===== config.mk =====
export PLATFORM = sky130hd
export DESIGN_NAME = index_score_line_parse_and_rank
export DESIGN_NICKNAME = d
export VERILOG_FILES = /design/src/hw/rtl/isplr_pkg.sv /design/src/hw/rtl/isplr_front.sv /design/src/hw/rtl/isplr_queue.sv /design/src/hw/rtl/isplr_rank.sv /design/src/hw/rtl/index_score_line_parse_and_rank.sv
export SDC_FILE = /design/constraint.sdc
export NUM_CORES = 1
export LEC_CHECK = 0
export BUFFER_PORTS_ARGS = -buffer_cell sky130_fd_sc_hd__buf_2
export CORE_MARGIN = 2
export CORE_UTILIZATION = 59
export DETAILED_ROUTE_END_ITERATION = 6
export GPL_ROUTABILITY_DRIVEN = 0
export PLACE_DENSITY = 0.76
export SETUP_SLACK_MARGIN = 0.05
export SLEW_MARGIN = 30
export SYNTH_ARGS = -nofsm -noshare
export SYNTH_HDL_FRONTEND = slang
export SYNTH_SLANG_ARGS = --single-unit

===== constraint.sdc =====
create_clock -name clk -period 4.97 [get_ports clk]
set_clock_uncertainty 0.15 [all_clocks]
set_input_delay 0.994 -clock clk [delete_from_list [all_inputs] [get_ports clk]]
set_output_delay 0.994 -clock clk [all_outputs]
set_load 0.02 [all_outputs]

===== src/hw/rtl/isplr_pkg.sv =====
// Shared constants, types and the command format for the score-line parser and ranker.
// No dependencies; every other file of the block imports this package.
`timescale 1ns / 1ps
package isplr_pkg;

  // Table size and field widths.
  localparam int MAX_CANDIDATES = 32;
  localparam int SLOT_W  = $clog2(MAX_CANDIDATES);
  localparam int CNT_W   = $clog2(MAX_CANDIDATES + 1);
  localparam int ACC_W   = $clog2(MAX_CANDIDATES + 2);
  localparam int MUL_W   = ACC_W + 4;
  localparam int CFG_W   = 6;
  localparam int POS_W   = 5;
  localparam int SCORE_W = 3;
  localparam int TOT_W   = 6;
  localparam int BYTE_W  = 8;

  // Character codes and score limits.
  localparam logic [BYTE_W-1:0] CHAR_NL    = 8'd10;
  localparam logic [BYTE_W-1:0] CHAR_ZERO  = 8'd48;
  localparam logic [BYTE_W-1:0] CHAR_NINE  = 8'd57;
  localparam logic [3:0]        DEC_BASE   = 4'd10;
  localparam logic [3:0]        SCORE_MIN  = 4'd1;
  localparam logic [3:0]        SCORE_MAX  = 4'd5;
  localparam logic [CFG_W-1:0]  CFG_RESET  = 6'd32;

  // Depth of the command queue between parser and ranker.
  localparam int Q_DEPTH = 2;
  localparam int Q_PTR_W = $clog2(Q_DEPTH);
  localparam int Q_CNT_W = $clog2(Q_DEPTH + 1);

  // One command from the parser: an optional score write and an optional ranking run.
  typedef struct packed {
    logic               wr;
    logic [SLOT_W-1:0]  slot;
    logic [SCORE_W-1:0] score;
    logic               rank;
    logic [CNT_W-1:0]   count;
  } cmd_t;

endpackage


===== src/hw/rtl/isplr_front.sv =====
// Parser front end: holds the count register and the per-line state, turns bytes into commands.
// Depends on isplr_pkg.
`timescale 1ns / 1ps
module isplr_front (
  input  logic                       clk,
  input  logic                       rst_n,
  input  logic                       cfg_wr_en,
  input  logic [isplr_pkg::CFG_W-1:0] cfg_candidate_count,
  input  logic                       in_push,
  input  logic [isplr_pkg::BYTE_W-1:0] in_text_byte,
  input  logic                       in_end_of_text,
  output logic                       in_full,
  input  logic                       q_full,
  output logic                       q_push,
  output isplr_pkg::cmd_t            q_cmd
);
  import isplr_pkg::*;

  typedef enum logic [3:0] {
    PH_SEEK_INDEX = 4'b0001,
    PH_READ_INDEX = 4'b0010,
    PH_SEEK_SCORE = 4'b0100,
    PH_LINE_DONE  = 4'b1000
  } phase_t;

  logic [CFG_W-1:0] cfg_r;
  phase_t           phase_r, phase_nxt;
  logic [ACC_W-1:0] acc_r, acc_nxt;

  logic             accept;
  logic             is_digit;
  logic [3:0]       digit;
  logic [CNT_W-1:0] n_act;
  logic [MUL_W-1:0] acc_mul;
  logic             idx_ok;
  logic [3:0]       score_clamped;
  cmd_t             cmd;

  assign in_full = q_full;
  assign accept  = in_push && !q_full;

  // Byte classification and the active candidate count.
  always_comb begin
    is_digit = (in_text_byte >= CHAR_ZERO) && (in_text_byte <= CHAR_NINE);
    digit    = is_digit ? 4'(in_text_byte - CHAR_ZERO) : 4'd0;
    n_act    = (32'(cfg_r) > MAX_CANDIDATES) ? CNT_W'(MAX_CANDIDATES) : CNT_W'(cfg_r);
    acc_mul  = MUL_W'(acc_r) * MUL_W'(DEC_BASE) + MUL_W'(digit);
    idx_ok   = (acc_r != '0) && (32'(acc_r) <= 32'(n_act));
    if (digit < SCORE_MIN) begin
      score_clamped = SCORE_MIN;
    end else if (digit > SCORE_MAX) begin
      score_clamped = SCORE_MAX;
    end else begin
      score_clamped = digit;
    end
  end

  // Line parser: next phase, accumulator and the command for this byte.
  always_comb begin
    phase_nxt   = phase_r;
    acc_nxt     = acc_r;
    cmd.wr      = 1'b0;
    cmd.slot    = SLOT_W'(acc_r - ACC_W'(1));
    cmd.score   = SCORE_W'(score_clamped);
    cmd.rank    = in_end_of_text;
    cmd.count   = n_act;
    if (in_text_byte == CHAR_NL) begin
      phase_nxt = PH_SEEK_INDEX;
      acc_nxt   = '0;
    end else begin
      unique case (phase_r)
        PH_SEEK_INDEX: begin
          if (is_digit) begin
            acc_nxt   = ACC_W'(digit);
            phase_nxt = PH_READ_INDEX;
          end
        end
        PH_READ_INDEX: begin
          if (is_digit) begin
            if (32'(acc_mul) > MAX_CANDIDATES) begin
              acc_nxt = ACC_W'(MAX_CANDIDATES + 1);
            end else begin
              acc_nxt = ACC_W'(acc_mul);
            end
          end else if (idx_ok) begin
            phase_nxt = PH_SEEK_SCORE;
          end else begin
            phase_nxt = PH_LINE_DONE;
          end
        end
        PH_SEEK_SCORE: begin
          if (is_digit) begin
            cmd.wr    = 1'b1;
            phase_nxt = PH_LINE_DONE;
          end
        end
        PH_LINE_DONE: begin
        end
        default: begin
          phase_nxt = PH_SEEK_INDEX;
        end
      endcase
    end
    // End of text starts the next text from a clean line.
    if (in_end_of_text) begin
      phase_nxt = PH_SEEK_INDEX;
      acc_nxt   = '0;
    end
  end

  assign q_push = accept && (cmd.wr || cmd.rank);
  assign q_cmd  = cmd;

  // Count register and parser state.
  always_ff @(posedge clk) begin
    if (!rst_n) begin
      cfg_r   <= CFG_RESET;
      phase_r <= PH_SEEK_INDEX;
      acc_r   <= '0;
    end else begin
      if (cfg_wr_en) begin
        cfg_r <= cfg_candidate_count;
      end
      if (accept) begin
        phase_r <= phase_nxt;
        acc_r   <= acc_nxt;
      end
    end
  end

endmodule


===== src/hw/rtl/isplr_queue.sv =====
// Short command queue between the parser and the ranker.
// Depends on isplr_pkg.
`timescale 1ns / 1ps
module isplr_queue (
  input  logic            clk,
  input  logic            rst_n,
  input  logic            push,
  input  isplr_pkg::cmd_t din,
  output logic            full,
  input  logic            pop,
  output isplr_pkg::cmd_t dout,
  output logic            empty
);
  import isplr_pkg::*;

  cmd_t               mem_r [Q_DEPTH];
  logic [Q_PTR_W-1:0] wp_r;
  logic [Q_PTR_W-1:0] rp_r;
  logic [Q_CNT_W-1:0] cnt_r;
  logic               do_push;
  logic               do_pop;

  assign full    = (32'(cnt_r) == Q_DEPTH);
  assign empty   = (cnt_r == '0);
  assign do_push = push && !full;
  assign do_pop  = pop && !empty;
  assign dout    = mem_r[rp_r];

  // Entry storage.
  always_ff @(posedge clk) begin
    if (do_push) begin
      mem_r[wp_r] <= din;
    end
  end

  // Pointers wrap at the queue depth.
  always_ff @(posedge clk) begin
    if (!rst_n) begin
      wp_r  <= '0;
      rp_r  <= '0;
      cnt_r <= '0;
    end else begin
      if (do_push) begin
        wp_r <= (32'(wp_r) == Q_DEPTH - 1) ? '0 : wp_r + Q_PTR_W'(1);
      end
      if (do_pop) begin
        rp_r <= (32'(rp_r) == Q_DEPTH - 1) ? '0 : rp_r + Q_PTR_W'(1);
      end
      if (do_push && !do_pop) begin
        cnt_r <= cnt_r + Q_CNT_W'(1);
      end else if (do_pop && !do_push) begin
        cnt_r <= cnt_r - Q_CNT_W'(1);
      end
    end
  end

endmodule


===== src/hw/rtl/isplr_rank.sv =====
// Ranker back end: owns the score table, applies score writes and walks the table to rank.
// Depends on isplr_pkg.
`timescale 1ns / 1ps
module isplr_rank (
  input  logic                          clk,
  input  logic                          rst_n,
  input  logic                          q_empty,
  input  isplr_pkg::cmd_t               q_cmd,
  output logic                          q_pop,
  output logic                          out_empty,
  input  logic                          out_pop,
  output logic [isplr_pkg::POS_W-1:0]   out_candidate_position,
  output logic [isplr_pkg::SCORE_W-1:0] out_candidate_score,
  output logic [isplr_pkg::TOT_W-1:0]   out_scored_total,
  output logic                          out_last_of_run
);
  import isplr_pkg::*;

  typedef enum logic [1:0] {
    ST_IDLE = 2'b01,
    ST_WALK = 2'b10
  } state_t;

  state_t              state_r;
  logic [SCORE_W-1:0]  table_r [MAX_CANDIDATES];
  logic [MAX_CANDIDATES-1:0] valid_r;
  logic [CNT_W-1:0]    scored_r;
  logic [CNT_W-1:0]    n_r;
  logic [SLOT_W-1:0]   idx_r;
  logic [SCORE_W-1:0]  lvl_r;
  logic [CNT_W-1:0]    emit_r;

  logic                ov_r;
  logic [POS_W-1:0]    opos_r;
  logic [SCORE_W-1:0]  oscore_r;
  logic [TOT_W-1:0]    otot_r;
  logic                olast_r;

  logic                take;
  logic                adv;
  logic [SCORE_W-1:0]  cur_score;
  logic                hit;
  logic                row_end;

  assign take      = (state_r == ST_IDLE) && !q_empty;
  assign q_pop     = take;
  assign adv       = (state_r == ST_WALK) && (!ov_r || out_pop);
  assign cur_score = valid_r[idx_r] ? table_r[idx_r] : '0;
  assign hit       = (cur_score == lvl_r);
  assign row_end   = (idx_r == SLOT_W'(n_r - CNT_W'(1)));

  assign out_empty              = !ov_r;
  assign out_candidate_position = opos_r;
  assign out_candidate_score    = oscore_r;
  assign out_scored_total       = otot_r;
  assign out_last_of_run        = olast_r;

  // Score table data; unwritten or cleared entries read as zero through the valid bits.
  always_ff @(posedge clk) begin
    if (take && q_cmd.wr) begin
      table_r[q_cmd.slot] <= q_cmd.score;
    end
  end

  // Output register payload.
  always_ff @(posedge clk) begin
    if (adv && hit) begin
      opos_r   <= POS_W'(idx_r);
      oscore_r <= cur_score;
      otot_r   <= TOT_W'(scored_r);
      olast_r  <= ({1'b0, emit_r} + (CNT_W + 1)'(1)) == {1'b0, n_r};
    end
  end

  // Control: command intake, table walk by descending score, output request.
  always_ff @(posedge clk) begin
    if (!rst_n) begin
      state_r  <= ST_IDLE;
      valid_r  <= '0;
      scored_r <= '0;
      n_r      <= '0;
      idx_r    <= '0;
      lvl_r    <= '0;
      emit_r   <= '0;
      ov_r     <= 1'b0;
    end else begin
      if (out_pop && ov_r) begin
        ov_r <= 1'b0;
      end
      unique case (state_r)
        ST_IDLE: begin
          if (take) begin
            if (q_cmd.wr) begin
              valid_r[q_cmd.slot] <= 1'b1;
              if (!valid_r[q_cmd.slot]) begin
                scored_r <= scored_r + CNT_W'(1);
              end
            end
            if (q_cmd.rank) begin
              if (q_cmd.count == '0) begin
                // Nothing to emit; the text ends here.
                valid_r  <= '0;
                scored_r <= '0;
              end else begin
                n_r     <= q_cmd.count;
                idx_r   <= '0;
                lvl_r   <= SCORE_W'(SCORE_MAX);
                emit_r  <= '0;
                state_r <= ST_WALK;
              end
            end
          end
        end
        ST_WALK: begin
          if (adv) begin
            if (hit) begin
              ov_r   <= 1'b1;
              emit_r <= emit_r + CNT_W'(1);
            end
            if (row_end) begin
              idx_r <= '0;
              if (lvl_r == '0) begin
                valid_r  <= '0;
                scored_r <= '0;
                state_r  <= ST_IDLE;
              end else begin
                lvl_r <= lvl_r - SCORE_W'(1);
              end
            end else begin
              idx_r <= idx_r + SLOT_W'(1);
            end
          end
        end
        default: begin
          state_r <= ST_IDLE;
        end
      endcase
    end
  end

endmodule


===== src/hw/rtl/index_score_line_parse_and_rank.sv =====
// Top level of the score-line parser and ranker: parser, command queue and ranker.
// Depends on isplr_pkg, isplr_front, isplr_queue and isplr_rank.
//
// Usage:
//   The input side is a queue: write one reply byte per cycle with in_push while in_full
//   is low; in_end_of_text marks the last byte of a reply. Every line gives at most one
//   score write, queued for the ranker. The configuration register cfg_candidate_count
//   (reset 32) must be written with cfg_wr_en only while idle; the block doesn't check.
//   The result side is a queue too: while out_empty is low a ranked candidate is on the
//   out_ ports, and out_pop takes it. Candidates come by descending score, ties by
//   position, and out_last_of_run marks the last one of a reply.
//   Throughput: one byte per cycle while parsing and in_full is low. After the
//   end-of-text byte the ranker takes the command, scans the table once per score level
//   and then clears the table through its valid bits. During that scan the two-entry
//   command queue can fill with later requests, and then in_full rises. When position
//   zero holds a score of 5, that candidate is the first result of the reply.
//   A stalled receiver holds the output register and pauses the scan; no result is lost.
//   Reset (synchronous, rst_n low) empties both queues, clears the table and line state.
`timescale 1ns / 1ps
module index_score_line_parse_and_rank (
  input  logic                          clk,
  input  logic                          rst_n,
  input  logic                          cfg_wr_en,
  input  logic [isplr_pkg::CFG_W-1:0]   cfg_candidate_count,
  input  logic                          in_push,
  output logic                          in_full,
  input  logic [isplr_pkg::BYTE_W-1:0]  in_text_byte,
  input  logic                          in_end_of_text,
  output logic                          out_empty,
  input  logic                          out_pop,
  output logic [isplr_pkg::POS_W-1:0]   out_candidate_position,
  output logic [isplr_pkg::SCORE_W-1:0] out_candidate_score,
  output logic [isplr_pkg::TOT_W-1:0]   out_scored_total,
  output logic                          out_last_of_run
);
  import isplr_pkg::*;

  logic q_push;
  logic q_full;
  logic q_pop;
  logic q_empty;
  cmd_t q_din;
  cmd_t q_dout;

  // Parser front end.
  isplr_front u_front (
    .clk                 (clk),
    .rst_n               (rst_n),
    .cfg_wr_en           (cfg_wr_en),
    .cfg_candidate_count (cfg_candidate_count),
    .in_push             (in_push),
    .in_text_byte        (in_text_byte),
    .in_end_of_text      (in_end_of_text),
    .in_full             (in_full),
    .q_full              (q_full),
    .q_push              (q_push),
    .q_cmd               (q_din)
  );

  // Command queue.
  isplr_queue u_queue (
    .clk   (clk),
    .rst_n (rst_n),
    .push  (q_push),
    .din   (q_din),
    .full  (q_full),
    .pop   (q_pop),
    .dout  (q_dout),
    .empty (q_empty)
  );

  // Ranker back end.
  isplr_rank u_rank (
    .clk                    (clk),
    .rst_n                  (rst_n),
    .q_empty                (q_empty),
    .q_cmd                  (q_dout),
    .q_pop                  (q_pop),
    .out_empty              (out_empty),
    .out_pop                (out_pop),
    .out_candidate_position (out_candidate_position),
    .out_candidate_score    (out_candidate_score),
    .out_scored_total       (out_scored_total),
    .out_last_of_run        (out_last_of_run)
  );

endmodule

==> results of run 1 <==
[cell type report]
class,instances,area [sq um],share of cell area
clock buffers,37,747,0.0627
clock inverters,7,62.6,0.00525
inverters,31,116,0.00977
multi-input cells,598,4360,0.366
flip-flops and latches,230,6040,0.507
well taps,229,287,0.0240
repair buffers,53,308,0.0258
[worst register-to-register path, cell delays in order, from the launching register on]
cell	delay, ps
dfxtp_1	650
mux4_2	570
mux2_2	290
nand3_1	90
and4_1	390
mux2_2	400
a2111oi_4	370
nand3_2	300
inv_2	460
[stage by stage]
| step | instance area, sq um | util | instances | total power, mW | hold WS (ps) |
|---|---|---|---|---|---|
| 3_5_place_dp | 11100 | 0.622 | 1141 | 3.17 | 316 |
| 5_1_grt | 11900 | 0.668 | 1185 | 5.15 | 359 |
| 4_1_cts | 11900 | 0.668 | 1185 | 4.97 | 338 |
| 3_3_place_gp | 11100 | 0.622 | 1141 | 3.14 | 314 |
| 6_report | 11900 | 0.668 | 1185 | 4.95 | 341 |
| 2_1_floorplan | 10700 | - | 893 | 2.94 | 256 |
[per-layer routing]
| metal | GRT usage | wire length, microns | up-vias |
|---|---|---|---|
| met1 | 0.343 | 10200 | 3567 |
| li1 | - | - | 3418 |
| met2 | 0.403 | 11400 | 266 |
| met5 | 0 | 0 | - |
| met3 | 0.0353 | 1400 | 39 |
| met4 | 0.0709 | 513 | 0 |
[power by group through the flow]
stage | Clock [mW] | Combinational (mW) | Sequential [mW]
after floorplan | 0 | 0.695 | 2.24
after global placement | 0 | 0.855 | 2.29
after detailed placement | 0 | 0.879 | 2.29
after CTS | 1.82 | 0.892 | 2.25
after global routing | 1.91 | 0.973 | 2.27
final | 1.81 | 0.895 | 2.25
[layout by cell type (no fill, tap or decap), types with 6 or more instances in the layout]
cell type,n
a21oi_1,58
ha_1,26
buf_2,36
o21ai_0,16
a21o_1,7
nor2_1,143
nand2b_1,13
inv_1,29
xor2_1,21
edfxtp_1,143
nand4_1,7
buf_4,17
nor3_1,14
and3_1,7
clkbuf_16,27
a22oi_1,6
nand2_1,39
mux2_2,10
o22ai_1,8
xnor2_1,13
a211oi_1,6
nand3_1,21
and2_1,8
dfxtp_1,87
nor2b_1,13
clkbuf_1,6
mux4_2,32
mux2i_1,41
[logic make-up (layout without fill, tap and decap cells)]
family / after synthesis / in the layout
compound gates: 153 / 153
flops: 230 / 230
mux: 84 / 84
buf+inv: 65 / 128
xor+xnor: 34 / 34
fa+ha+maj: 28 / 28
simple gates: 299 / 299
[flip-flops by register name, summed over array words and instances (netlist names), named ones only]
signal / count
u_rank.scored_r: 6
u_rank.state_r: 2
u_rank.out_last_of_run: 1
u_rank.idx_r: 5
u_rank.valid_r: 32
u_queue.wp_r: 1
u_front.phase_r: 4
u_rank.table_r: 96
u_rank.ov_r: 1
u_queue.mem_r: 32
u_queue.cnt_r: 2
u_rank.lvl_r: 3
u_rank.out_candidate_score: 3
u_rank.emit_r: 6
u_rank.out_candidate_position: 5
u_queue.rp_r: 1
u_rank.out_scored_total: 6
u_front.acc_r: 6
u_rank.n_r: 6
u_front.cfg_r: 6
[worst paths after layout]
kind              cells past startpoint                                   end                            start  slack [ps]
setup / recovery                      8  u_rank.out_scored_total[3]$_DFFE_PP_     u_rank.idx_r[0]$_SDFFE_PN0P_         940
hold / removal                        2       u_rank.valid_r[31]$_SDFFE_PN0P_  u_rank.valid_r[31]$_SDFFE_PN0P_         340
setup reg to reg                      8  u_rank.out_scored_total[3]$_DFFE_PP_     u_rank.idx_r[0]$_SDFFE_PN0P_         940
hold reg to reg                       2       u_rank.valid_r[31]$_SDFFE_PN0P_  u_rank.valid_r[31]$_SDFFE_PN0P_         340
==> results.sh, run 1 <==
export IMPL_ioPinCount=37
export IMPL_fin_crit_sh=0.811
export IMPL_fin_ws_ps=941
export IMPL_start_kind="register"
export IMPL_vdd_ir_drop_max_v=0.000293
export IMPL_maxCapViolations=0
export IMPL_yosysWarnings=0
export IMPL_path_class="register to register"
export IMPL_dieArea_sq_mm=0.0192
export IMPL_min_path_type="register to register"
export IMPL_fillers=1325
export IMPL_cts_root_buf="clkbuf_16"
export IMPL_clkTransAtPathRegs_ps=60
export IMPL_relSlewSlack=0.398
export IMPL_grt_pass1_vias=7051
export IMPL_drtIter0Drc=736
export IMPL_grtUsageTotal=0.245
export IMPL_drv_slew=0
export IMPL_grt_first_pass_wirelength_microns=37600
export IMPL_final_min_clock_period_ps=4030
export IMPL_synth_area_top_cells="edfxtp_1 40%, dfxtp_1 16%, mux4_2 6.8%"
export IMPL_cp_top_family="multiplexers"
export IMPL_cts_num_sinks=230
export IMPL_synthAdderAreaFrac=0.0343
export IMPL_synth_seq_cells=230
export IMPL_synth_compound_area_frac=0.0955
export IMPL_row_count=49
export IMPL_synth_xor_xnor_area_share=0.0279
export IMPL_drc=0
export IMPL_grt_max_degree=38
export IMPL_initial_core_util=0.598
export IMPL_cts_tree="yes"
export IMPL_synth_simple_area_share=0.132
export IMPL_netlist_instances=893
export IMPL_critical_path_endpoint_type="register"
export IMPL_cts_buffers=24
export IMPL_n_antenna_cell=0
export IMPL_setup_tns_final_ps=0
export IMPL_p_switching_mw=1.35
export IMPL_grt_overflow_total=0
export IMPL_area_growth_syn_to_layout_pct=11.7
export IMPL_slowest_delay_ps=650
export IMPL_cp_slowest_cell="dfxtp_1"
export IMPL_status="finished, final reports clean"
export IMPL_path_cells="mux4_2 > mux2_2 > nand3_1 > and4_1 > mux2_2 > a2111oi_4 > nand3_2 > inv_2"
export IMPL_antenna_left=0
export IMPL_crit_arrival_ps=4040
export IMPL_p_clk_frac=0.364
export IMPL_wl_microns=23500
export IMPL_p_leak_nw=4.23
export IMPL_via_per_inst=6.15
export IMPL_drt_first_pass_iters=5
export IMPL_yosysTopAreaCell="edfxtp_1"
export IMPL_synth_top_family_by_area="simple AND/OR/NAND/NOR gates"
export IMPL_avgSynthCellArea_sq_um=11.9
export IMPL_max_freq_mhz=248
export IMPL_insertion_delay_ps=520
export IMPL_place_ws_ps=717
export IMPL_ctsLongestPathBuffers=3
export IMPL_num_vias=7290
export IMPL_path_max_fanout=15
export IMPL_ctsResizeCount=0
export IMPL_synth_edff_count=143
export IMPL_synth_top_cells_by_count="143 x edfxtp_1, 143 x nor2_1, 87 x dfxtp_1"
export IMPL_die_w_microns=138
export IMPL_antenna_found_initial=0
export IMPL_dpl_hpwl_microns=16100
export IMPL_p_per_area_mw_per_mm2=416
export IMPL_yosysSeqAreaShare=0.566
export IMPL_synth_top_area_share=0.403
export IMPL_finalSetupViolations=0
export IMPL_comb_power_share=0.181
export IMPL_p_sw_frac=0.272
export IMPL_synth_cell_area_sq_mm=0.0107
export IMPL_synthDistinctLibCells=72
export IMPL_core_area_sq_mm=0.0178
export IMPL_hold_viol=0
export IMPL_intPower_mw=3.61
export IMPL_required_ps=4980
export IMPL_htreeDepth=1
export IMPL_path_buf_inv=1
export IMPL_synth_flop_cell="edfxtp_1"
export IMPL_tightest_slew_ps=894
export IMPL_crit_path_frequent_cell="mux2_2"
export IMPL_rsz0062_at_grt="false"
export IMPL_syn_nets=941
export IMPL_postCtsSetupRepairBufs=0
export IMPL_pwr_share_seq=0.455
export IMPL_synth_mux_area_frac=0.118
export IMPL_die_y_microns=138
export IMPL_drive_gt1_frac=0.146
export IMPL_io_buffer_count=36
export IMPL_wire_per_inst_microns=19.8
export IMPL_ctsHoldBuffers=0
export IMPL_postSynth_asyncResetShare=0
export IMPL_fin_nets=986
(Power assumes the default switching activity.)
==> run 2: changes to the inputs <==
--- a/config.mk
+++ b/config.mk
@@ -5,6 +5,7 @@
 export SDC_FILE = /design/constraint.sdc
 export NUM_CORES = 1
 export LEC_CHECK = 0
+export ABC_AREA = 1
 export BUFFER_PORTS_ARGS = -buffer_cell sky130_fd_sc_hd__buf_2
 export CORE_MARGIN = 2
 export CORE_UTILIZATION = 59
==> constraint.sdc (replaced) <==
create_clock -name clk -period 4.2 [get_ports clk]
set_clock_uncertainty 0.15 [all_clocks]
set_input_delay 0.84 -clock clk [delete_from_list [all_inputs] [get_ports clk]]
set_output_delay 0.84 -clock clk [all_outputs]
set_load 0.02 [all_outputs]
==> results.sh, run 2 <==
export IMPL_avgSynthCellArea_sq_um=8.85
export IMPL_row_count=50
export IMPL_drv_slew=0
export IMPL_yosysMostFrequentCell="nand2_1"
export IMPL_vdd_ir_drop_max_v=0.000299
export IMPL_synth_top_cells_by_count="261 x nand2_1, 168 x inv_1, 143 x edfxtp_1"
export IMPL_core_area_sq_mm=0.0186
export IMPL_met2_usage=0.432
export IMPL_fin_nets=1342
export IMPL_num_vias=8715
export IMPL_crit_arrival_ps=3190
export IMPL_ctsLongestPathBuffers=3
export IMPL_syn_nets=1314
export IMPL_finalSetupViolations=0
export IMPL_area_growth_syn_to_layout_pct=10.0
export IMPL_largest_reg_flops=96
export IMPL_via_per_inst=5.64
export IMPL_utilization=0.661
export IMPL_grtUsageMet1=0.340
export IMPL_n_antenna_cell=0
export IMPL_path_class="register to register"
export IMPL_htreeDepth=1
export IMPL_synth_edff_count=143
export IMPL_fin_ws_ps=1020
export IMPL_drt_first_pass_iters=5
export IMPL_antenna_found_initial=0
export IMPL_start_kind="register"
export IMPL_synth_mux_area_frac=0.00268
export IMPL_grtUsageTotal=0.255
export IMPL_synth_cell_area_sq_mm=0.0112
export IMPL_cts_num_sinks=230
export IMPL_ioPinCount=37
export IMPL_required_ps=4200
export IMPL_synth_xor_xnor_area_share=0.0156
export IMPL_use_met3=0.0371
export IMPL_ff2ff_setup_slack_ps=1020
export IMPL_final_min_clock_period_ps=3180
export IMPL_grt_first_pass_wirelength_microns=41000
export IMPL_synth_seq_cells=230
export IMPL_relSlewSlack=0.481
export IMPL_regMostFlops="u_rank.table_r"
export IMPL_dpl_hpwl_microns=16700
export IMPL_maxCapViolations=0
export IMPL_yosysWarnings=0
export IMPL_top_usage_layer="met2"
export IMPL_ctsResizeCount=0
export IMPL_die_w_microns=142
export IMPL_grt_max_degree=46
export IMPL_cts_buffers=23
export IMPL_clkTransAtPathRegs_ps=60
export IMPL_initial_core_util=0.601
export IMPL_wire_per_inst_microns=16.4
export IMPL_synth_area_top_cells="edfxtp_1 38%, dfxtp_1 16%, nand2_1 8.7%"
export IMPL_synthDistinctLibCells=51
export IMPL_critical_path_endpoint_type="register"
export IMPL_synth_simple_area_share=0.232
export IMPL_postCtsSetupRepairBufs=0
export IMPL_max_freq_mhz=314
export IMPL_cts_root_buf="clkbuf_16"
export IMPL_path_max_fanout=16
export IMPL_min_path_type="register to register"
export IMPL_synth_compound_area_frac=0.0890
export IMPL_yosysTopAreaCell="edfxtp_1"
export IMPL_grt_overflow_total=0
export IMPL_synth_top_family_by_area="simple AND/OR/NAND/NOR gates"
export IMPL_setup_tns_final_ps=0
export IMPL_place_ws_ps=833
export IMPL_tightest_slew_ps=778
export IMPL_antenna_left=0
export IMPL_drtIter0Drc=786
export IMPL_final_cell_mix="258 x nand2_1, 168 x inv_1, 143 x edfxtp_1"
export IMPL_io_buffer_count=36
export IMPL_postSynth_asyncResetShare=0
export IMPL_hold_viol=0
export IMPL_ctsHoldBuffers=0
export IMPL_cts_tree="yes"
export IMPL_yosysSeqAreaShare=0.539
export IMPL_drive_gt1_frac=0.111
export IMPL_fin_crit_sh=0.758
export IMPL_rsz0062_at_grt="false"
export IMPL_synth_flop_cell="edfxtp_1"
export IMPL_drc=0
export IMPL_fillers=1456
export IMPL_top_regs="u_rank.table_r (96), u_queue.mem_r (32), u_rank.valid_r (32)"
export IMPL_grt_pass1_vias=8317
export IMPL_dieArea_sq_mm=0.0201
export IMPL_die_y_microns=142
export IMPL_wl_microns=25300
export IMPL_mostFrequentLayoutCell="nand2_1"
export IMPL_insertion_delay_ps=520
export IMPL_p_per_area_mw_per_mm2=592
export IMPL_netlist_instances=1266
export IMPL_total_power_mw=7.30
export IMPL_p_leak_nw=5.00
export IMPL_status="finished, final reports clean"
export IMPL_synthAdderAreaFrac=0.0326
export IMPL_synth_top_area_share=0.383
==> run 2: cell types whose count changed after synthesis, moves of 26 or more <==
cell     before  now
nand2_1      39  261
inv_1        29  168
nand3_1      21  135
nor2_1      143   90
mux2i_1      41    3
mux4_2       32    0
o21ai_0      16   42
==> run 2: through the flow <==
stage	hold slack [ps]	std cells	area [sq um]
2_1_floorplan	258	1266	11200
5_1_grt	316	1544	12300
6_report	305	1544	12300
4_1_cts	300	1544	12300
3_5_place_dp	289	1503	11500
3_3_place_gp	280	1503	11500
==> run 2: path summary, 6_finish.rpt <==
| kind | endpoint | cells past startpoint | from |
|---|---|---|---|
| hold reg to reg | u_queue.rp_r$_SDFFE_PN0P_ | 1 | u_queue.rp_r$_SDFFE_PN0P_ |
| hold / removal | u_queue.rp_r$_SDFFE_PN0P_ | 1 | u_queue.rp_r$_SDFFE_PN0P_ |
| setup reg to reg | u_rank.out_scored_total[0]$_DFFE_PP_ | 13 | u_rank.idx_r[1]$_SDFFE_PN0P_ |
| setup / recovery | u_rank.out_scored_total[0]$_DFFE_PP_ | 13 | u_rank.idx_r[1]$_SDFFE_PN0P_ |
==> run 2: cells by family after synthesis <==
| logic type | after synthesis |
|---|---|
| compound gates | 176 |
| simple gates | 580 |
| buf+inv | 229 |
| mux | 3 |
| xor+xnor | 20 |
| flops | 230 |
| fa+ha+maj | 28 |
==> run 2: final cells by class <==
cell class,count,area (sq um),share of cell area
Timing Repair Buffer,50,285,0.0232
Tap cell,234,293,0.0238
Sequential cell,230,6040,0.490
Clock buffer,34,727,0.0590
Multi-Input combinational cell,807,4170,0.339
Inverter,182,693,0.0563
Clock inverter,7,114,0.00924
==> run 2: routing by layer <==
layer	part of all wire	wire length (microns)
met3	0.062	1580
met1	0.43	11000
met5	0	0
met2	0.48	12100
met4	0.025	638
==> run 2: where the power goes <==
part	total, mW	internal, mW	switching (mW)
Sequential	2.84	2.68	0.157
Clock	2.23	1.38	0.844
Combinational	2.23	0.629	1.61
Total	7.30	4.69	2.61
==> run 2: worst max-delay path: stages (launching register included) <==
cell and delay [ps]:
dfxtp_1 650, clkinv_1 400, nand3_1 180, nand3_1 80, nand3_1 100, nand2_1 60, nand2_1 140, inv_2 90
nand2_1 100, nand2_1 50, nand2_1 90, and2_1 250, nand3_2 110, inv_2 350
